`src/hw/rtl/mlf_pkg.sv`:
```
// MAC learning forward table: shared types, codes and sizes.
// No dependencies.
`default_nettype none
package mlf_pkg;

  localparam int TABLE_ENTRIES = 4096;
  localparam int IDX_W = $clog2(TABLE_ENTRIES);
  localparam int CNT_W = IDX_W + 1;

  localparam logic [1:0] CMD_PHYS = 2'd0;
  localparam logic [1:0] CMD_VIRT = 2'd1;
  localparam logic [1:0] CMD_PROG = 2'd2;
  localparam logic [1:0] CMD_READ = 2'd3;

  localparam logic [1:0] ST_OK   = 2'd0;
  localparam logic [1:0] ST_MISS = 2'd1;
  localparam logic [1:0] ST_FULL = 2'd2;

  localparam logic TBL_ING = 1'b0;
  localparam logic TBL_EGR = 1'b1;

  typedef struct packed {
    logic [47:0] key;
    logic [15:0] port;
    logic [63:0] packets;
    logic [63:0] bytes;
  } entry_t;

  localparam int ENTRY_W = $bits(entry_t);

  // controller to datapath
  typedef struct packed {
    logic capture;
    logic rd;
    logic step;
    logic mark_hit;
    logic mark_miss;
    logic act;
    logic load;
  } ctrl_cmd_t;

  // datapath to controller
  typedef struct packed {
    logic at_end;
    logic key_eq;
    logic again;
    logic can_load;
  } dp_stat_t;

endpackage
`default_nettype wire

```
`src/hw/rtl/mlf_ctrl.sv`:
```
// Sequencer for the table scan, update and result hand-off.
// Depends on mlf_pkg.
`default_nettype none
module mlf_ctrl (
  input  wire logic               clk,
  input  wire logic               rst,
  input  wire logic               req_valid,
  output logic                    req_ready,
  input  wire mlf_pkg::dp_stat_t  stat,
  output mlf_pkg::ctrl_cmd_t      cmd
);
  typedef enum logic [4:0] {
    S_IDLE = 5'b00001,
    S_LOOK = 5'b00010,
    S_CMP  = 5'b00100,
    S_ACT  = 5'b01000,
    S_FIN  = 5'b10000
  } state_t;

  state_t state, state_next;

  always_ff @(posedge clk) begin
    if (rst) state <= S_IDLE;
    else     state <= state_next;
  end

  always_comb begin
    state_next = state;
    cmd        = '0;
    req_ready  = 1'b0;
    unique case (state)
      S_IDLE: begin
        req_ready = 1'b1;
        if (req_valid) begin
          cmd.capture = 1'b1;
          state_next  = S_LOOK;
        end
      end
      S_LOOK: begin
        if (stat.at_end) begin
          cmd.mark_miss = 1'b1;
          state_next    = S_ACT;
        end else begin
          cmd.rd     = 1'b1;
          state_next = S_CMP;
        end
      end
      S_CMP: begin
        if (stat.key_eq) begin
          cmd.mark_hit = 1'b1;
          state_next   = S_ACT;
        end else begin
          cmd.step   = 1'b1;
          state_next = S_LOOK;
        end
      end
      S_ACT: begin
        cmd.act    = 1'b1;
        state_next = stat.again ? S_LOOK : S_FIN;
      end
      S_FIN: begin
        if (stat.can_load) begin
          cmd.load   = 1'b1;
          state_next = S_IDLE;
        end
      end
      default: state_next = S_IDLE;
    endcase
  end
endmodule
`default_nettype wire

```
`config.mk`:
```
export PLATFORM = sky130hd
export DESIGN_NAME = mlf_ctrl
export DESIGN_NICKNAME = d
export VERILOG_FILES = /design/src/hw/rtl/mlf_pkg.sv /design/src/hw/rtl/mlf_ctrl.sv
export SDC_FILE = /design/constraint.sdc
export NUM_CORES = 1
export LEC_CHECK = 0
export BUFFER_PORTS_ARGS = -buffer_cell sky130_fd_sc_hd__buf_2
export CORE_AREA = 4 4 41 43
export DETAILED_ROUTE_END_ITERATION = 8
export DIE_AREA = 0 0 45 47
export HOLD_SLACK_MARGIN = 0.12
export SYNTH_ARGS = -nofsm -noshare
export SYNTH_HDL_FRONTEND = slang
export SYNTH_SLANG_ARGS = --single-unit
```
`constraint.sdc`:
```
create_clock -name clk -period 1.6 [get_ports clk]
set_clock_uncertainty 0.2 [all_clocks]
set_input_delay 0.16 -clock clk [delete_from_list [all_inputs] [get_ports clk]]
set_output_delay 0.16 -clock clk [all_outputs]
set_load 0.1 [all_outputs]
```
==> impl_metrics.py, run 1 <==
metrics = {
    "clocking": {
        "clkTransAtPathRegs_ns": 0.04,
        "cts_max_level": 1,
        "cts_root_buf": "clkbuf_4",
        "clockBufferDepth": 2,
        "insertion_delay_ns": 0.24,
        "cts.sinks": 5,
        "cts_tree": "yes",
        "cts_buffers": 3,
    },
    "synth": {
        "synthAdderAreaFrac_pct": 0,
        "synth_top_area_share_pct": 26.8,
        "synth_top_family_by_area": "simple AND/OR/NAND/NOR gates",
        "syn_nets": 51,
        "yosysWarningCount": 0,
        "synth_area_um2": 373,
        "yosys.area_share.xor_xnor_pct": 0,
        "yosysSeqAreaShare_pct": 26.8,
        "ys_seq_elements": 5,
        "synth_area_leaders": "dfxtp_1 27%, or3_4 6.0%, nor2_1 5.0%, nand3b_1 4.0%, a211oi_2 3.4%",
        "synth_compound_area_share_pct": 19.5,
        "syn_inst": 44,
        "yosysTopAreaCell": "dfxtp_1",
        "synthSimpleGateAreaFrac_pct": 48.7,
        "synth_cell_type_count": 29,
        "yosys-mux-area-fraction_pct": 0,
        "syn_area_per_cell_um2": 8.47,
    },
    "placement": {
        "port_buffers": 14,
        "dp_hpwl_um": 917,
        "place.gp.congestion": 0.788,
        "dp.cells": 84,
        "placed_cell_area_um2": 698,
    },
    "timing": {
        "worst_pin_slew_ns": 0.284,
        "hold_violations": 0,
        "max_freq_ghz": 0.525,
        "max_slew_margin_pct": 80.8,
        "setup_ws_ns": -0.306,
        "final-setup-viol-count": 9,
        "rsz0062_at_grt": "true",
        "drv_slew": 0,
        "fin_crit_sh_pct": 119,
        "fin_crit_ns": 1.91,
    },
    "power": {
        "power.density_mw_per_mm2": 623,
        "p_leak_uw": 0.000371,
        "p_total_uw": 562,
        "ir_drop_uv": 428,
    },
    "worst_setup_path": {
        "start_kind": "register",
        "worst-endpoint-required_ns": 1.24,
        "arrival_ns": 1.55,
        "cpPeakStageDelay_ns": 0.38,
        "reg2reg_depth": 5,
        "cp_slowest_cell": "or3_4",
        "cp-end-kind": "primary output",
        "cp_cell_sequence": "or3_4, or3_4, clkinvlp_4, buf_12",
        "path_class": "reg2out",
        "crit_top_cell": "or3_4",
        "path_max_fanout": 2,
    },
    "die": {
        "pin_count": 15,
        "die_h_um": 47,
        "start_util_pct": 28.7,
        "dieArea_mm2": 0.00212,
        "die_w_um": 45,
        "rows": 13,
        "core_region_area_mm2": 0.00130,
    },
    "grt": {
        "antenna_found_initial": 0,
        "grt_pass1_wl_um": 2100,
        "grt_pass1_vias": 485,
        "overflow": 0,
        "grt_usage_pct": 14.4,
        "grt_max_degree": 9,
    },
    "min_path": {
        "worstHoldPathType": "in2reg",
        "whs_path_depth": 3,
    },
    "final_layout": {
        "largest_reg_flops": 5,
        "n_antenna_cell": 0,
        "reg_top3": "state x5",
        "area_delta_synth_final_pct": 142,
        "finalInstanceArea_um2": 903,
        "drive_gt1_share_pct": 75.0,
        "layout.cells.non_filler": 95,
        "fin_util_pct": 69.4,
        "top_register": "state",
        "fillers": 102,
        "nets": 88,
    },
    "detailed_routing": {
        "avgRoutedWirePerCell_um": 14.0,
        "vias_per_cell": 4.86,
        "ant_nets": 0,
        "drc": 0,
        "drt_iter0_markers": 3,
        "via_count": 462,
        "wirelength_um": 1330,
        "dr.pass1.iters": 4,
    },
    "status": {
        "violations": "negative setup slack",
        "outcome": "finished, violations left",
    },
    "run": {
        "max-cap-violations": 0,
    },
}
-- kinds of logic after synthesis --
group,Yosys count
buf+inv,4
flops,5
simple gates,26
compound gates,9
-- Yosys cell counts --
cell type and instances:
and3b_2 1, or3b_1 1, and3_1 1, or2b_2 1, and2b_2 1, a211oi_1 1
nor2_1 5, o21ai_0 2, a221o_1 1, nor3_1 1, and2_1 1, inv_1 3
dfxtp_1 5, and2_2 1, a41o_1 1, buf_4 1, a21oi_1 1, or3_4 2
nor4b_1 1, a311o_1 1, nand3b_1 2, a211oi_2 1, nor2b_1 2, and4_1 1
nand2b_1 1, nand2_1 2, nor3b_2 1, o21a_1 1, nor3b_1 1
-- routing by layer --
metal  track usage [%]  part of all wire (%)  vias up
met1              15.5                    41      214
met2              26.0                    54       11
met5                 0                     0        -
met3              3.07                   3.8        2
li1                  -                     -      235
met4              8.19                   1.3        0
-- path summary, 6_finish.rpt --
kind / slack [ns] / end / startpoint
max reg2reg: -0.18 / state[1] / state[4]
max: -0.31 / cmd[4] / state[4]
min: 0.12 / state[3] / stat[2]
min reg2reg: 0.47 / state[0] / state[4]
-- stage by stage --
stage	hold slack, ns	setup TNS (ns)	setup WS, ns
finish	0.122	-1.49	-0.306
global route	0.141	-2.01	-0.368
CTS	0.110	-1.48	-0.319
detailed placement	0.184	-0.236	-0.0810
global placement	0.170	-0.173	-0.0719
floorplan	0.0310	-0.434	-0.249
-- cell type report --
type | count | area [um^2] | share of cell area [%]
clock buffer | 4 | 26.3 | 2.91
inverter | 3 | 15.0 | 1.66
multi-input combinational | 35 | 354 | 39.2
sequential | 5 | 111 | 12.3
tap | 15 | 18.8 | 2.08
timing repair buffer | 33 | 378 | 41.8
-- report_power, final --
group	total (uW)	switching, uW	internal, uW	leakage (uW)
registers	139	7.59	132	0.0000429
clock network	146	51.9	94.3	0.0000150
logic	277	146	131	0.000313
total	562	205	357	0.000371
-- critical path, delay by kind of cell, from the launching register on --
kind	cells	cell delay, ns
DFF	1	0.31
buffers and inverters	2	0.25
and+or+nand+nor	2	0.73
-- what timing repair did --
item | CTS | global route
endpoints found under the setup margin | 10 | 11
gates cloned | 0 | 0
buffers inserted | 0 | 5
hold buffers | 3 | 0
pin swaps | 4 | 9
gates resized for setup | 20 | 12
endpoints found under the hold margin | 5 | 0
-- cell usage in the layout, fill, tap and decap left out, drive strengths merged, types with 3 or more instances in the layout --
cell	count
nor2	5
dlygate4sd3	3
clkbuf	4
buf	30
dfxtp	5
(Power assumes the default switching activity.)
==> inputs of run 2 (changes only) <==
==> constraint.sdc (replaced) <==
create_clock -name clk -period 2.2 [get_ports clk]
set_clock_uncertainty 0.2 [all_clocks]
set_input_delay 0.22 -clock clk [delete_from_list [all_inputs] [get_ports clk]]
set_output_delay 0.22 -clock clk [all_outputs]
set_load 0.1 [all_outputs]
==> impl_metrics.py, run 2 (synthesis results as in run 1) <==
metrics = {
    "final_layout": {
        "fin_util_pct": 43.1,
        "area_delta_synth_final_pct": 50.3,
        "layout_commonest_cell": "buf_2",
        "nets": 75,
        "top_register": "state",
        "n_antenna_cell": 0,
        "ff_latch_area_um2": 101,
        "finalInstanceArea_um2": 561,
        "drive_gt1_share_pct": 41.8,
        "mostFrequentLayoutCells": "13 x buf_2, 6 x dlygate4sd3_1, 5 x nor2_1, 4 x dfxtp_1",
        "reg_top3": "state x5",
        "layout.cells.non_filler": 82,
        "multiInputGateArea_um2": 258,
        "fillers": 131,
        "largest_reg_flops": 5,
    },
    "power": {
        "p_leak_uw": 0.000245,
        "power.density_mw_per_mm2": 580,
        "ir_drop_uv": 302,
    },
    "placement": {
        "place.gp.congestion": 0.753,
        "placed_cell_area_um2": 473,
        "port_buffers": 14,
        "dp.cells": 72,
        "dp_hpwl_um": 702,
    },
    "grt": {
        "overflow": 0,
        "antenna_found_initial": 0,
        "grt_pass1_vias": 374,
        "grt_pass1_wl_um": 1520,
        "grt_max_degree": 10,
        "grt_usage_pct": 9.81,
    },
    "timing": {
        "final-setup-viol-count": 0,
        "hold_ws_ns": 0.268,
        "fin_crit_sh_pct": 95.5,
        "max_freq_ghz": 0.476,
        "max_slew_margin_pct": 67.8,
        "finalSetupTns_ns": 0,
        "drv_slew": 0,
        "hold_violations": 0,
        "rsz0062_at_grt": "false",
        "worst_pin_slew_ns": 0.486,
        "fin_crit_ns": 2.10,
    },
    "detailed_routing": {
        "via_count": 403,
        "drc": 0,
        "dr.pass1.iters": 4,
        "vias_per_cell": 4.91,
        "drt_iter0_markers": 5,
        "avgRoutedWirePerCell_um": 11.4,
        "ant_nets": 0,
        "wirelength_um": 932,
    },
    "worst_setup_path": {
        "path_max_fanout": 8,
        "regToRegSetupSlack_ns": 0.42,
        "cp-end-kind": "primary output",
        "worst-endpoint-required_ns": 1.78,
        "reg2reg_depth": 4,
        "cp-startpoint": "state[3]",
        "start_kind": "register",
        "arrival_ns": 1.68,
        "path_class": "reg2out",
        "r2r_end": "state[3]",
        "timing.rr.start": "state[1]",
    },
    "status": {
        "outcome": "finished clean",
    },
    "die": {
        "die_h_um": 47,
        "core_region_area_mm2": 0.00130,
        "rows": 13,
        "pin_count": 15,
        "start_util_pct": 28.7,
        "dieArea_mm2": 0.00212,
        "die_w_um": 45,
    },
    "min_path": {
        "holdPathEnd": "state[4]",
        "hp-start": "req_valid",
        "worstHoldPathType": "in2reg",
        "whs_path_depth": 4,
    },
    "clocking": {
        "insertion_delay_ns": 0.24,
        "cts_buffers": 3,
        "cts_tree": "yes",
        "cts.sinks": 5,
        "cts_max_level": 1,
        "clkTransAtPathRegs_ns": 0.04,
        "clockBufferDepth": 2,
        "cts_root_buf": "clkbuf_4",
    },
    "run": {
        "max-cap-violations": 0,
    },
}
run 2: what timing repair did:
| item | CTS | global route |
|---|---|---|
| hold buffers | 6 | 0 |
| endpoints found under the hold margin | 5 | 0 |
| gates resized for setup | 0 | 1 |
| setup buffers | 0 | 0 |
| setup endpoints to repair | 0 | 1 |
run 2: worst max-delay path: stages, from the launching register on:
cell     delay (ns)
dfxtp_2        0.35
or3_4          0.42
or3_4          0.39
inv_1          0.10
buf_12         0.18
run 2: cell type report:
type	instances	share of cell area (%)
timing repair buffer	20	25.9
clock buffer	4	4.69
inverter	3	2.01
multi-input combinational	35	46.0
sequential	5	18.1
tap	15	3.35
run 2: per-layer routing:
layer / vias to the layer above / global-route usage (%) / part of all wire [%]
met3: 0 / 4.98 / 6.5
met1: 185 / 11.0 / 44
li1: 206 / - / -
met2: 12 / 17.8 / 50
met5: - / 0 / 0
met4: 0 / 0 / 0
run 2: worst max-delay path by stage:
stage / end / slack, ns / cells past startpoint
global placement: cmd[4] / 0.34 / 4
detailed placement: cmd[4] / 0.32 / 4
global route: cmd[4] / 0.04 / 4
CTS: cmd[4] / 0.06 / 4
floorplan: cmd[2] / -0.25 / 2
finish: cmd[4] / 0.1 / 4
run 2: stage by stage:
stage / power [uW] / setup slack, ns
finish: 325 / 0.0989
global route: 343 / 0.0414
CTS: 330 / 0.0579
detailed placement: 214 / 0.318
global placement: 214 / 0.344
floorplan: 193 / -0.253
run 2: where the power goes:
part / internal, uW / switching, uW / total, uW
combinational: 37.8 / 76.8 / 115
clock: 68.5 / 37.1 / 106
sequential: 95.9 / 8.93 / 105
total: 202 / 123 / 325
==> inputs of run 3 (changes only) <==
==> constraint.sdc (replaced) <==
create_clock -name clk -period 2.3 [get_ports clk]
set_clock_uncertainty 0.2 [all_clocks]
set_input_delay 0.23 -clock clk [delete_from_list [all_inputs] [get_ports clk]]
set_output_delay 0.23 -clock clk [all_outputs]
set_load 0.1 [all_outputs]
==> impl_metrics.py, run 3 (synthesis results as in run 1) <==
metrics = {
    "worst_setup_path": {
        "regToRegSetupSlack_ns": 0.52,
        "start_kind": "register",
        "path_class": "reg2out",
        "worst-endpoint-required_ns": 1.87,
        "arrival_ns": 1.71,
        "path_max_fanout": 8,
        "cp-end-kind": "primary output",
    },
    "status": {
        "outcome": "finished clean",
    },
    "timing": {
        "finalSetupTns_ns": 0,
        "rsz0062_at_grt": "false",
        "drv_slew": 0,
        "hold_violations": 0,
        "fin_crit_sh_pct": 93.2,
        "worst_pin_slew_ns": 0.486,
        "fin_crit_ns": 2.14,
        "max_slew_margin_pct": 67.8,
        "max_freq_ghz": 0.466,
        "final-setup-viol-count": 0,
    },
    "placement": {
        "dp_hpwl_um": 702,
        "port_buffers": 14,
        "place.gp.congestion": 0.753,
    },
    "grt": {
        "grt_pass1_vias": 371,
        "globalRouteMet3Util_pct": 4.98,
        "antenna_found_initial": 0,
        "grtUsageMet1_pct": 10.7,
        "grt_usage_pct": 9.73,
        "top_usage_layer": "met2",
        "grt_max_degree": 10,
        "overflow": 0,
        "met2_usage_pct": 17.8,
        "grt_pass1_wl_um": 1510,
    },
    "die": {
        "core_region_area_mm2": 0.00130,
        "rows": 13,
        "dieArea_mm2": 0.00212,
        "pin_count": 15,
        "die_w_um": 45,
        "start_util_pct": 28.7,
        "die_h_um": 47,
    },
    "power": {
        "ir_drop_uv": 287,
        "p_leak_uw": 0.000240,
        "power.density_mw_per_mm2": 563,
    },
    "final_layout": {
        "largest_reg_flops": 5,
        "n_antenna_cell": 0,
        "layout_commonest_cell": "buf_2",
        "fin_util_pct": 42.2,
        "drive_gt1_share_pct": 40.9,
        "fillers": 133,
        "top_register": "state",
        "nets": 74,
        "area_delta_synth_final_pct": 47.3,
        "reg_top3": "state x5",
        "mostFrequentLayoutCells": "13 x buf_2, 5 x nor2_1, 5 x dlygate4sd3_1, 5 x dfxtp_1",
    },
    "detailed_routing": {
        "dr.pass1.iters": 4,
        "vias_per_cell": 4.91,
        "avgRoutedWirePerCell_um": 11.4,
        "wirelength_um": 927,
        "ant_nets": 0,
        "via_count": 398,
        "drt_iter0_markers": 4,
        "drc": 0,
    },
    "clocking": {
        "cts_buffers": 3,
        "clockBufferDepth": 2,
        "cts_max_level": 1,
        "insertion_delay_ns": 0.24,
        "cts_root_buf": "clkbuf_4",
        "clkTransAtPathRegs_ns": 0.04,
        "cts_tree": "yes",
        "cts.sinks": 5,
        "hold_buffers": 5,
        "postCtsSetupRepairBufs": 0,
        "ctsResizeCount": 0,
    },
    "min_path": {
        "worstHoldPathType": "in2reg",
    },
    "run": {
        "max-cap-violations": 0,
    },
}
[run 3: worst max-delay path: stages, from the launching register on]
cell and delay [ns]:
dfxtp_1 0.36, or3_4 0.44, or3_4 0.39, inv_1 0.10
buf_12 0.18
[run 3: cell type report]
class                   count  area [um^2]  share of cell area (%)
repair buffers             19          135                    24.6
well taps                  15         18.8                    3.42
multi-input cells          35          258                    46.9
clock buffers               4         26.3                    4.78
inverters                   3         11.3                    2.05
flip-flops and latches      5          100                    18.2
[run 3: final timing paths]
check | startpoint | endpoint | cells past startpoint
max | state[3] | cmd[4] | 4
min | stat[0] | state[4] | 4
max reg2reg | state[3] | state[3] | 3
min reg2reg | state[4] | state[0] | 1
[run 3: power by group]
group / internal (uW) / switching [uW] / leakage (uW)
logic: 35.1 / 73.3 / 0.000184
clock network: 65.5 / 35.3 / 0.0000150
registers: 91.6 / 8.34 / 0.0000408
total: 192 / 117 / 0.000240
[run 3: metrics by stage]
stage	cell area (um^2)	std cells	hold WS [ns]	setup slack [ns]	power, uW
CTS	549	81	0.127	0.148	314
global placement	473	72	0.244	0.434	205
global route	549	81	0.156	0.0866	327
detailed placement	473	72	0.242	0.408	205
floorplan	377	44	0.108	-0.163	185
finish	549	81	0.129	0.156	309
[run 3: layer usage]
metal,up-vias,wire length (um)
met1,180,398
met4,0,0
met3,0,66
met2,14,461
met5,-,0
li1,204,-
